[src/ashit_pkg.sv]
`timescale 1ns / 1ps
// ----------------------------------------------------------------------------
// ashit_pkg
// Shared types, constants and the arctangent table of the annular sector
// hit test.
// ----------------------------------------------------------------------------
package ashit_pkg;

   // default geometry
   localparam int COORD_BITS_DEFAULT = 10;
   localparam int ANGLE_BITS_DEFAULT = 16;

   // register indexes of the csr port
   typedef enum logic [0:0] {
      CSR_CENTRE_X = 1'b0,
      CSR_CENTRE_Y = 1'b1
   } ashit_csr_type;

   // per-item flags that ride along the cordic chain
   typedef struct packed {
      logic band;
      logic centre;
      logic sweep_zero;
      logic sweep_full;
   } ashit_flags_type;

   // atan(2^-i) as a fraction of a full turn, scaled by 2^32
   localparam int ATAN_ENTRIES = 24;
   localparam logic [31:0] ATAN_TURN32 [ATAN_ENTRIES] = '{
      32'd536870912, 32'd316933406, 32'd167458907, 32'd85004756,
      32'd42667331,  32'd21354465,  32'd10679838,  32'd5340245,
      32'd2670163,   32'd1335087,   32'd667544,    32'd333772,
      32'd166886,    32'd83443,     32'd41722,     32'd20861,
      32'd10430,     32'd5215,      32'd2608,      32'd1304,
      32'd652,       32'd326,       32'd163,       32'd81
   };

   // table angle rounded to nearest at the given angle width
   function automatic logic [31:0] atan_angle(input int idx, input int abits);
      logic [32:0] sum;
      sum = {1'b0, ATAN_TURN32[idx]} + (33'd1 << (31 - abits));
      return 32'(sum >> (32 - abits));
   endfunction

endpackage

[src/ashit_front.sv]
`timescale 1ns / 1ps
// ----------------------------------------------------------------------------
// ashit_front
// Three-stage front end: centre offset, exact squared distance band test,
// and setup of the cordic vector (left half plane folded by half a turn).
// ----------------------------------------------------------------------------
module ashit_front #(
   parameter int COORD_BITS = ashit_pkg::COORD_BITS_DEFAULT,
   parameter int ANGLE_BITS = ashit_pkg::ANGLE_BITS_DEFAULT,
   parameter int LANE_BITS  = COORD_BITS + ANGLE_BITS + 3
) (
   input  logic                          clock,
   input  logic                          reset,
   input  logic [COORD_BITS-1:0]         centre_x,
   input  logic [COORD_BITS-1:0]         centre_y,
   input  logic                          in_valid,
   output logic                          in_ready,
   input  logic [COORD_BITS-1:0]         point_x,
   input  logic [COORD_BITS-1:0]         point_y,
   input  logic [COORD_BITS-1:0]         inner_radius,
   input  logic [COORD_BITS-1:0]         outer_radius,
   input  logic [ANGLE_BITS-1:0]         start_angle,
   input  logic [ANGLE_BITS:0]           sweep_angle,
   output logic                          out_valid,
   input  logic                          out_ready,
   output logic signed [LANE_BITS-1:0]   out_x,
   output logic signed [LANE_BITS-1:0]   out_y,
   output logic [ANGLE_BITS-1:0]         out_z,
   output logic [ANGLE_BITS-1:0]         out_start,
   output logic [ANGLE_BITS-1:0]         out_sweep,
   output ashit_pkg::ashit_flags_type    out_flags
);
   import ashit_pkg::*;

   localparam int DW = COORD_BITS + 1;
   localparam int SW = 2 * COORD_BITS;

   // stage valid flags and flow control
   logic a_valid_ff, a_valid_in, a_ready, a_load;
   logic b_valid_ff, b_valid_in, b_ready, b_load;
   logic c_valid_ff, c_valid_in, c_ready, c_load;

   assign c_ready  = !c_valid_ff || out_ready;
   assign b_ready  = !b_valid_ff || c_ready;
   assign a_ready  = !a_valid_ff || b_ready;
   assign in_ready = a_ready;

   assign a_load = in_valid && a_ready;
   assign b_load = a_valid_ff && b_ready;
   assign c_load = b_valid_ff && c_ready;

   assign a_valid_in = a_load || (a_valid_ff && !b_ready);
   assign b_valid_in = b_load || (b_valid_ff && !c_ready);
   assign c_valid_in = c_load || (c_valid_ff && !out_ready);

   always_ff @(posedge clock) begin
      if (reset) begin
         a_valid_ff <= 1'b0;
         b_valid_ff <= 1'b0;
         c_valid_ff <= 1'b0;
      end else begin
         a_valid_ff <= a_valid_in;
         b_valid_ff <= b_valid_in;
         c_valid_ff <= c_valid_in;
      end
   end

   // stage a: offset from centre
   logic signed [DW-1:0]   dx_a_ff, dy_a_ff, dx_a_in, dy_a_in;
   logic [COORD_BITS-1:0]  r0_a_ff, r1_a_ff;
   logic [ANGLE_BITS-1:0]  start_a_ff;
   logic [ANGLE_BITS:0]    sweep_a_ff;

   assign dx_a_in = $signed({1'b0, point_x}) - $signed({1'b0, centre_x});
   assign dy_a_in = $signed({1'b0, point_y}) - $signed({1'b0, centre_y});

   always_ff @(posedge clock) begin
      if (a_load) begin
         dx_a_ff    <= dx_a_in;
         dy_a_ff    <= dy_a_in;
         r0_a_ff    <= inner_radius;
         r1_a_ff    <= outer_radius;
         start_a_ff <= start_angle;
         sweep_a_ff <= sweep_angle;
      end
   end

   // stage b: squares
   logic signed [2*DW-1:0] prod_x, prod_y;
   logic [SW-1:0]          sqx_b_ff, sqy_b_ff, r0sq_b_ff, r1sq_b_ff;
   logic [SW-1:0]          r0sq_b_in, r1sq_b_in;
   logic signed [DW-1:0]   dx_b_ff, dy_b_ff;
   logic [ANGLE_BITS-1:0]  start_b_ff;
   logic [ANGLE_BITS:0]    sweep_b_ff;

   assign prod_x    = dx_a_ff * dx_a_ff;
   assign prod_y    = dy_a_ff * dy_a_ff;
   assign r0sq_b_in = r0_a_ff * r0_a_ff;
   assign r1sq_b_in = r1_a_ff * r1_a_ff;

   always_ff @(posedge clock) begin
      if (b_load) begin
         sqx_b_ff   <= prod_x[SW-1:0];
         sqy_b_ff   <= prod_y[SW-1:0];
         r0sq_b_ff  <= r0sq_b_in;
         r1sq_b_ff  <= r1sq_b_in;
         dx_b_ff    <= dx_a_ff;
         dy_b_ff    <= dy_a_ff;
         start_b_ff <= start_a_ff;
         sweep_b_ff <= sweep_a_ff;
      end
   end

   // stage c: band compare and cordic vector setup
   logic [SW:0]                  dist_sq;
   logic signed [LANE_BITS-1:0]  dx_w, dy_w;
   logic                         fold;
   logic signed [LANE_BITS-1:0]  x_c_in, y_c_in;
   logic [ANGLE_BITS-1:0]        z_c_in;
   ashit_flags_type              flags_c_in;
   logic signed [LANE_BITS-1:0]  x_c_ff, y_c_ff;
   logic [ANGLE_BITS-1:0]        z_c_ff, start_c_ff, sweep_c_ff;
   ashit_flags_type              flags_c_ff;

   assign dist_sq = {1'b0, sqx_b_ff} + {1'b0, sqy_b_ff};
   assign dx_w    = {{(LANE_BITS-DW){dx_b_ff[DW-1]}}, dx_b_ff};
   assign dy_w    = {{(LANE_BITS-DW){dy_b_ff[DW-1]}}, dy_b_ff};
   // x starts as -dy; a negative x folds the vector by half a turn
   assign fold    = !dy_b_ff[DW-1] && (dy_b_ff != '0);

   always_comb begin
      if (fold) begin
         x_c_in = dy_w <<< ANGLE_BITS;
         y_c_in = (-dx_w) <<< ANGLE_BITS;
         z_c_in = {1'b1, {(ANGLE_BITS-1){1'b0}}};
      end else begin
         x_c_in = (-dy_w) <<< ANGLE_BITS;
         y_c_in = dx_w <<< ANGLE_BITS;
         z_c_in = '0;
      end
      flags_c_in.band       = !((dist_sq < {1'b0, r0sq_b_ff}) ||
                                (dist_sq > {1'b0, r1sq_b_ff}));
      flags_c_in.centre     = (dx_b_ff == '0) && (dy_b_ff == '0);
      flags_c_in.sweep_zero = (sweep_b_ff == '0);
      flags_c_in.sweep_full = sweep_b_ff[ANGLE_BITS];
   end

   always_ff @(posedge clock) begin
      if (c_load) begin
         x_c_ff     <= x_c_in;
         y_c_ff     <= y_c_in;
         z_c_ff     <= z_c_in;
         flags_c_ff <= flags_c_in;
         start_c_ff <= start_b_ff;
         sweep_c_ff <= sweep_b_ff[ANGLE_BITS-1:0];
      end
   end

   assign out_valid = c_valid_ff;
   assign out_x     = x_c_ff;
   assign out_y     = y_c_ff;
   assign out_z     = z_c_ff;
   assign out_start = start_c_ff;
   assign out_sweep = sweep_c_ff;
   assign out_flags = flags_c_ff;

endmodule

[config.mk]
export PLATFORM = sky130hd
export DESIGN_NAME = ashit_front
export DESIGN_NICKNAME = d
export VERILOG_FILES = /design/src/ashit_pkg.sv /design/src/ashit_front.sv
export SDC_FILE = /design/constraint.sdc
export NUM_CORES = 1
export LEC_CHECK = 0
export BUFFER_PORTS_ARGS = -buffer_cell sky130_fd_sc_hd__buf_2
export CAP_MARGIN = 40
export CORE_AREA = 2 2 228 230
export CTS_BUF_LIST = sky130_fd_sc_hd__clkbuf_16
export DETAILED_ROUTE_END_ITERATION = 8
export DIE_AREA = 0 0 230 232
export GPL_ROUTABILITY_DRIVEN = 1
export GPL_TIMING_DRIVEN = 1
export HOLD_SLACK_MARGIN = 0.1
export PLACE_DENSITY = 0.67
export SYNTH_ARGS = -nofsm -noshare
export SYNTH_HDL_FRONTEND = slang
export SYNTH_SLANG_ARGS = --single-unit
[constraint.sdc]
create_clock -name clock -period 34 [get_ports clock]
set_input_delay 6.8 -clock clock [delete_from_list [all_inputs] [get_ports clock]]
set_output_delay 6.8 -clock clock [all_outputs]
set_load 0.02 [all_outputs]
==> results of run 1 <==
-- flip-flops by register name, summed over array words and instances, names as in the netlist, 17 cells and up --
register / flops
r0sq_b_ff: 19
sqy_b_ff: 19
sqx_b_ff: 19
r1sq_b_ff: 19
sweep_b_ff: 17
sweep_a_ff: 17
-- per-stage QoR --
step	instances	hold WS (ps)	util, %
2_1_floorplan	2287	400	-
3_3_place_gp	3052	401	51.1
3_5_place_dp	3053	405	51.2
4_1_cts	3111	419	53.3
5_1_grt	3111	417	53.3
6_report	3112	414	53.3
-- placed cells by master (no fill, tap or decap), drive strengths merged, types with 4 or more instances in the layout --
cell type	instances
o31ai	5
xor2	32
nand3	19
xnor2	103
a21o	35
a21boi	5
edfxtp	267
conb	48
bufinv	5
inv	486
clkinv	12
o21a	17
o21ai	43
a211o	6
nor3	15
a211oi	8
and2	97
nand2	142
and4	4
buf	167
nand4	14
or3	7
ha	263
nor2	82
fa	283
nor4	9
a31o	4
a31oi	16
o21bai	8
nor2b	42
and3	5
nand2b	20
a21oi	76
o211ai	7
clkbuf	31
-- synth_stat cells (6+ instances only) --
cell	count
inv_1	477
fa_1	283
edfxtp_1	267
ha_1	263
nand2_1	142
xnor2_1	103
and2_1	97
nor2_1	82
a21oi_1	75
buf_4	48
nor2b_1	42
o21ai_0	40
a21o_1	35
clkbuf_1	33
xor2_1	32
nand2b_1	20
nand3_1	19
o21a_1	17
a31oi_1	16
nor3_1	15
nand4_1	14
nor4_1	9
o21bai_1	8
a211oi_1	7
o211ai_1	7
or3_1	7
a211o_1	6
-- layout make-up --
| class | instances | area [sq um] |
|---|---|---|
| fill | 4490 | 23800 |
| multi-input combinational | 1458 | 14400 |
| sequential | 270 | 8080 |
| inverter | 478 | 1790 |
| timing repair buffer | 167 | 871 |
| tap | 680 | 851 |
| clock buffer | 31 | 776 |
| clock inverter | 27 | 320 |
| antenna | 1 | 2.50 |
-- how the worst min path moves through the flow --
stage	startpoint	to
finish	start_a_ff[5]$_DFFE_PP_	start_b_ff[5]$_DFFE_PP_
detailed placement	start_a_ff[5]$_DFFE_PP_	start_b_ff[5]$_DFFE_PP_
CTS	sweep_a_ff[7]$_DFFE_PP_	sweep_b_ff[7]$_DFFE_PP_
global placement	start_a_ff[9]$_DFFE_PP_	start_b_ff[9]$_DFFE_PP_
global route	start_a_ff[4]$_DFFE_PP_	start_b_ff[4]$_DFFE_PP_
floorplan	start_b_ff[0]$_DFFE_PP_	out_start[0]$_DFFE_PP_
-- routing by layer --
metal  GRT usage, %  routed length, um  vias to the layer above
li1               -                  -                     7523
met1           24.0              21200                     7741
met2           31.7              23200                      314
met3           2.30               1880                       57
met4           4.48                803                        0
met5              0                  0                        -
-- kinds of logic (layout without fill, tap and decap cells) --
family	count (synthesis)	in the layout	synth area share, %
adder cells (fa/ha/maj)	546	546	36.4
other	1	49	0.0153
multiplexers	5	5	0.214
AO/OA/AOI/OAI	253	253	6.75
AND/OR/NAND/NOR	471	471	9.67
flip-flops	270	270	32.9
XOR/XNOR	135	135	4.81
buffers and inverters	559	703	9.27
==> reports/qor.yml, run 1 <==
timing:
  tightest_slew_ps: 853
  period_share_pct: 43.3
  slew_headroom_pct: 43.1
  setup_viol: 0
  skew_ps: 15.3
  hold_viol: 0
  drv_slew: 0
  period_minus_slack_ps: 14720
  rsz0062_at_grt: "no"
  fin_setup_tns_ps: 0
  setup_ws_ps: 19280
  fmax_mhz: 67.9
critical_path:
  crit_end: "in_ready"
  r2r_slack_ps: 28450
  critPathRequiredTime_ps: 27200
  cpMostUsedCell: "buf_2"
  critical_path.startpoint_type: "input port"
  r2r_end: "sqy_b_ff[19]$_DFFE_PP_"
  worst-path-buf-inv: 2
  worst-path-stages: 4
  crit_start: "out_ready"
  worstSetupPathType: "input port to output pin"
  crit_path_cell_trace: "buf_2 > nor2b_1 > nand3_1 > buf_2"
  crit_path_max_incr_delay_ps: 620
  critical_path.max_fanout: 6
  worstRegToRegCells: 18
  crit_path_top_delay_cell: "nor2b_1"
  r2r_start: "dy_a_ff[4]$_DFFE_PP_"
  arrival_ps: 7920
  worstSetupEndpointType: "output pin"
  cpLargestDelayFamily: "simple AND/OR/NAND/NOR gates"
clock_tree:
  cts_root_buf: "clkbuf_16"
  postCtsHoldBufs: 0
  cts-resized-gates: 0
  htreeDepth: 1
  ctsLongestPathBuffers: 3
  clkTransAtPathRegs_ps: 60
  cts_buffers: 31
  clk_latency_ps: 600
  cts.sinks: 270
  cts_tree: "yes"
  post_cts_buffers: 0
run:
  max_cap_violations: 0
synth:
  ys_seq_elements: 270
  synth_edf_count: 267
  synthArstFlopShare_pct: 0
  postSynthCellCount: 2240
  synth_top_area_cell: "edfxtp_1"
  synth.avg_cell_area_sq_um: 11.0
  yosysSeqAreaShare_pct: 32.9
  yosys-top-cells-area: "edfxtp_1, fa_1, ha_1"
  ys_warn_count: 0
  synth-main-ff-cell: "edfxtp_1"
  ys_types: 64
  synth_top_area_share_pct: 32.6
  syn_area_sq_um: 24600
drt:
  drc_errors: 0
  num_vias: 15600
  drtIter0Drc: 737
  wl_um: 47000
  via_per_inst: 5.02
  antenna_left: 0
  dr.pass1.iters: 5
  drt-wirelength-per-cell_um: 15.1
global_route:
  grt_pass1_wl_um: 79200
  grt_use_total_pct: 18.1
  grt_pass1_vias: 16600
  grt_max_degree: 72
  antenna_found_initial: 0
  grt-ovfl-total: 0
place:
  gp_congestion: 0.873
  port_buffers: 161
  placed_cell_area_sq_um: 26000
  dpl.hpwl_um: 37400
  pre_cts_slack_ps: 19280
floorplanning:
  io_pins: 209
  core_sq_um: 50900
  die_h_um: 232
  dieArea_sq_um: 53400
  die_w_um: 230
  initial_core_util_pct: 48.3
  rows: 83
finish:
  nets: 3049
  final_area_sq_um: 27100
  drive_above_1_share_pct: 9.83
  area_growth_pct: 10.4
outcome:
  status: "completed"
hold_path:
  holdPathStages: 0
  hp-class: "register to register"
Power of run 1 is left out: the tool's default activity adds up to more than one toggle a clock period on the data nets, which glitch-free logic cannot reach.
==> run 2, diff against run 1 <==
--- a/config.mk
+++ b/config.mk
@@ -5,16 +5,17 @@
 export SDC_FILE = /design/constraint.sdc
 export NUM_CORES = 1
 export LEC_CHECK = 0
+export ABC_AREA = 1
 export BUFFER_PORTS_ARGS = -buffer_cell sky130_fd_sc_hd__buf_2
 export CAP_MARGIN = 40
-export CORE_AREA = 2 2 228 230
+export CORE_AREA = 2 2 230 232
 export CTS_BUF_LIST = sky130_fd_sc_hd__clkbuf_16
 export DETAILED_ROUTE_END_ITERATION = 8
-export DIE_AREA = 0 0 230 232
+export DIE_AREA = 0 0 232 234
 export GPL_ROUTABILITY_DRIVEN = 1
 export GPL_TIMING_DRIVEN = 1
 export HOLD_SLACK_MARGIN = 0.1
-export PLACE_DENSITY = 0.67
+export PLACE_DENSITY = 0.7
 export SYNTH_ARGS = -nofsm -noshare
 export SYNTH_HDL_FRONTEND = slang
 export SYNTH_SLANG_ARGS = --single-unit
==> constraint.sdc (replaced) <==
create_clock -name clock -period 12.9 [get_ports clock]
set_input_delay 2.58 -clock clock [delete_from_list [all_inputs] [get_ports clock]]
set_output_delay 2.58 -clock clock [all_outputs]
set_load 0.02 [all_outputs]
==> run 2 against run 1 <==
Synthesized area is 2.5% higher. Largest cell class unchanged. Count of clock-buffer cells in the layout decreased by 2. Hold slack got worse by 0.96 ps. Critical path type unchanged. First-iteration DRC count is 25% higher. Core utilization decreased by 0.60 points. Non-clock buffer count is 3 lower. Global-route usage rose by 0.18 points. Wire length increased by 2.6%.
==> reports/qor.yml, run 2 <==
synth:
  yosysSeqAreaShare_pct: 32.0
  ys_types: 49
  synth_top_area_share_pct: 31.8
  synth_edf_count: 267
  synth_most_common_cell: "inv_1"
  ys_warn_count: 0
  synth-main-ff-cell: "edfxtp_1"
  synth_top_area_cell: "edfxtp_1"
  postSynthCellCount: 2571
  synthArstFlopShare_pct: 0
  yosys-top-cells-area: "edfxtp_1, fa_1, ha_1"
  syn_area_sq_um: 25200
  synth_commonest_cells: "inv_1, nand2_1, fa_1"
  synth.avg_cell_area_sq_um: 9.81
  ys_seq_elements: 270
place:
  dpl.hpwl_um: 39300
  port_buffers: 161
  placed_cell_area_sq_um: 26500
  gp_congestion: 0.866
timing:
  fmax_mhz: 172
  setup_viol: 0
  drv_slew: 0
  fin_setup_tns_ps: 0
  slew_headroom_pct: 39.2
  tightest_slew_ps: 912
  hold_viol: 0
  rsz0062_at_grt: "no"
  period_share_pct: 45.2
  period_minus_slack_ps: 5830
  whs_ps: 413
  skew_ps: 8.44
clock_tree:
  cts_root_buf: "clkbuf_16"
  clk_latency_ps: 560
  postCtsHoldBufs: 0
  htreeDepth: 1
  cts_tree: "yes"
  cts_buffers: 29
  post_cts_buffers: 0
  ctsLongestPathBuffers: 3
  cts.sinks: 270
  cts-resized-gates: 0
  clkTransAtPathRegs_ps: 60
critical_path:
  critPathRequiredTime_ps: 10320
  crit_path_max_incr_delay_ps: 170
  critical_path.startpoint_type: "input port"
  crit_path_cell_trace: "buf_2 > inv_1 > nand2_1 > nor2_1 > nand2_1 > buf_2"
  worstSetupEndpointType: "output pin"
  critical_path.max_fanout: 3
  worstSetupPathType: "input port to output pin"
  arrival_ps: 3250
  crit_path_top_delay_cell: "buf_2"
run:
  max_cap_violations: 0
floorplanning:
  die_w_um: 232
  rows: 84
  core_sq_um: 52000
  die_h_um: 234
  dieArea_sq_um: 54300
  initial_core_util_pct: 48.5
  io_pins: 209
drt:
  highest_layer: "met4"
  via_per_inst: 4.89
  num_vias: 16800
  drt-wirelength-per-cell_um: 14.1
  wl_met3_um: 1950
  wl_um: 48300
  antenna_left: 0
  dr.pass1.iters: 6
  wl_met1_um: 21400
  drc_errors: 0
  route.met2.wl_um: 24000
  drtIter0Drc: 924
finish:
  diodes: 0
  nets: 3361
  final_area_sq_um: 27400
  drive_above_1_share_pct: 8.61
  area_growth_pct: 8.79
  mostFrequentLayoutCells: "inv_1, nand2_1, fa_1"
  layout.cells.most_common: "inv_1"
global_route:
  grt_max_degree: 70
  grt_use_total_pct: 18.3
  grt-ovfl-total: 0
  grt_pass1_wl_um: 81600
  antenna_found_initial: 0
  grt_pass1_vias: 17700
hold_path:
  hp-class: "register to register"
outcome:
  status: "completed"
run 2: layer usage:
| metal | vias up | track usage (%) |
|---|---|---|
| li1 | 8175 | - |
| met2 | 342 | 32.8 |
| met3 | 69 | 2.07 |
| met4 | 0 | 4.59 |
| met1 | 8180 | 23.7 |
| met5 | - | 0 |
run 2: worst paths after layout:
path / startpoint / endpoint / slack [ps] / cells past startpoint
min: sweep_a_ff[15]$_DFFE_PP_ / sweep_b_ff[15]$_DFFE_PP_ / 410 / 0
max reg2reg: dx_a_ff[10]$_DFFE_PP_ / sqx_b_ff[19]$_DFFE_PP_ / 7570 / 20
min reg2reg: sweep_a_ff[15]$_DFFE_PP_ / sweep_b_ff[15]$_DFFE_PP_ / 410 / 0
max: out_ready / in_ready / 7070 / 6
run 2: per-stage QoR:
stage	std cells	util [%]	setup WS, ps
3_3_place_gp	3375	51.0	7070
6_report	3428	52.7	7070
2_1_floorplan	2618	-	6730
5_1_grt	3428	52.7	7030
3_5_place_dp	3375	51.0	7070
4_1_cts	3428	52.7	7070
run 2: final cells by class:
cell class | count | area, sq um
tap | 688 | 861
clock buffer | 29 | 726
sequential | 270 | 8080
timing repair buffer | 164 | 828
clock inverter | 24 | 170
multi-input combinational | 1595 | 14300
inverter | 658 | 2470
fill | 4638 | 24600
run 2: critical path: cells and delay by family:
family        cells  cell delay [ps]
simple gates      3              300
buf+inv           3              360
run 2: cell families (layout without fill, tap and decap cells):
group / Yosys count / count (layout) / synth area share (%)
AOI/OAI and AO/OA: 226 / 226 / 5.16
xor gates and xnor gates: 150 / 150 / 5.24
adders and majority gates: 546 / 546 / 35.5
buffers and inverters: 753 / 875 / 12.0
DFF: 270 / 270 / 32.0
other: 1 / 48 / 0.0149
and+or+nand+nor: 625 / 625 / 10.0
Power of run 2 is left out for the same reason.
==> run 3, diff against run 2 <==
==> constraint.sdc (replaced) <==
create_clock -name clock -period 4.7 [get_ports clock]
set_input_delay 0.94 -clock clock [delete_from_list [all_inputs] [get_ports clock]]
set_output_delay 0.94 -clock clock [all_outputs]
set_load 0.02 [all_outputs]
==> run 3 against run 2 <==
The run now ends with setup timing left. Non-clock buffer count rose by 219. Die area is the same. Cell area up 10%. Critical path depth is 10 higher. Hold slack got worse by 2.1 ps. Critical endpoint is now sqx_b_ff[19]$_DFFE_PP_. Largest cell class unchanged. Highest routed layer unchanged.
==> reports/qor.yml, run 3 (synthesized netlist as in run 2, its figures left out) <==
outcome:
  status: "finished, violations left"
  violations: "setup timing"
clock_tree:
  cts.sinks: 270
  postCtsHoldBufs: 0
  cts_buffers: 31
  cts_tree: "yes"
  clkTransAtPathRegs_ps: 70
  cts_root_buf: "clkbuf_16"
  ctsLongestPathBuffers: 3
  clk_latency_ps: 590
  htreeDepth: 1
critical_path:
  r2r_start: "dx_a_ff[5]$_DFFE_PP_"
  worstSetupPathType: "register to register"
  worstSetupEndpointType: "register"
  critPathRequiredTime_ps: 5060
  critical_path.startpoint_type: "register"
  arrival_ps: 5090
  crit_start: "dx_a_ff[5]$_DFFE_PP_"
  critical_path.max_fanout: 5
finish:
  final_cells: 3650
  layout.cells.most_common: "inv_1"
  final_area_sq_um: 30200
  area_growth_pct: 19.9
  nets: 3582
  diodes: 0
  drive_above_1_share_pct: 21.1
  mostFrequentLayoutCells: "inv_1, nand2_1, fa_1"
timing:
  setup_ws_ps: -32.5
  tightest_slew_ps: 847
  hold_viol: 0
  setup_viol: 3
  skew_ps: 14.4
  fmax_mhz: 211
  drv_slew: 0
  rsz0062_at_grt: "yes"
  period_minus_slack_ps: 4730
  slew_headroom_pct: 43.5
  period_share_pct: 101
drt:
  drtIter0Drc: 876
  drc_errors: 0
  num_vias: 17700
  dr.pass1.iters: 8
  wl_um: 53100
  drt-wirelength-per-cell_um: 14.5
  via_per_inst: 4.86
  antenna_left: 0
floorplanning:
  initial_core_util_pct: 48.5
  rows: 84
  io_pins: 209
  die_w_um: 232
  dieArea_sq_um: 54300
  core_sq_um: 52000
  die_h_um: 234
global_route:
  grt_use_total_pct: 19.3
  grt-ovfl-total: 0
  antenna_found_initial: 1
  grt_pass1_vias: 18300
  grt_max_degree: 64
  grt_pass1_wl_um: 85600
place:
  dpl.hpwl_um: 41600
  dp_cells: 3538
  pre_cts_slack_ps: -159
  gp_congestion: 0.873
  placed_cell_area_sq_um: 27800
  port_buffers: 161
run:
  max_cap_violations: 0
hold_path:
  hp-class: "register to register"
  hold_start: "sweep_a_ff[3]$_DFFE_PP_"
## run 3: path summary, 6_finish.rpt
path,to,slack (ps),depth (start not counted)
max,sqx_b_ff[19]$_DFFE_PP_,-30,16
min,sweep_b_ff[3]$_DFFE_PP_,410,0
min reg2reg,sweep_b_ff[3]$_DFFE_PP_,410,0
max reg2reg,sqx_b_ff[19]$_DFFE_PP_,-30,16
## run 3: layout make-up
class	count	area, sq um
inverters	658	2480
flip-flops and latches	270	8080
well taps	688	861
clock inverters	25	238
clock buffers	31	776
multi-input cells	1595	15200
fillers	4291	21800
repair buffers	383	2580
## run 3: per-stage QoR
stage               TNS [ps]  hold WS, ps  utilization [%]
detailed placement      -768          405             53.5
global route           -1870          420             58.1
global placement        -131          401             53.4
CTS                    -34.5          416             56.1
floorplan                  0          400                -
finish                 -49.0          411             58.1
## run 3: routing by layer
layer,track usage (%),routed length [um],vias to the layer above
met5,0,0,-
met4,5.61,1380,0
met3,1.92,2290,94
met2,34.2,26400,364
met1,25.2,23000,8668
li1,-,-,8613
## run 3: timing repair
item / CTS / global route
setup buffers: 22 / 34
setup endpoints to repair: 19 / 33
pin swaps: 23 / 95
endpoints found under the hold margin: 0 / 0
gates resized for setup: 39 / 188
## run 3: critical path: stages, from the launching register on
cell      delay (ps)
edfxtp_1         470
buf_4            180
nand2_1           60
inv_1            110
fa_1             530
inv_1             60
fa_1             530
inv_1             60
fa_1             580
fa_1             440
fa_1             450
ha_1             320
a21o_1           230
a221oi_2         280
nand2_1           80
nand3_1           70
nand2_1           50
Power of run 3 is left out for the same reason.
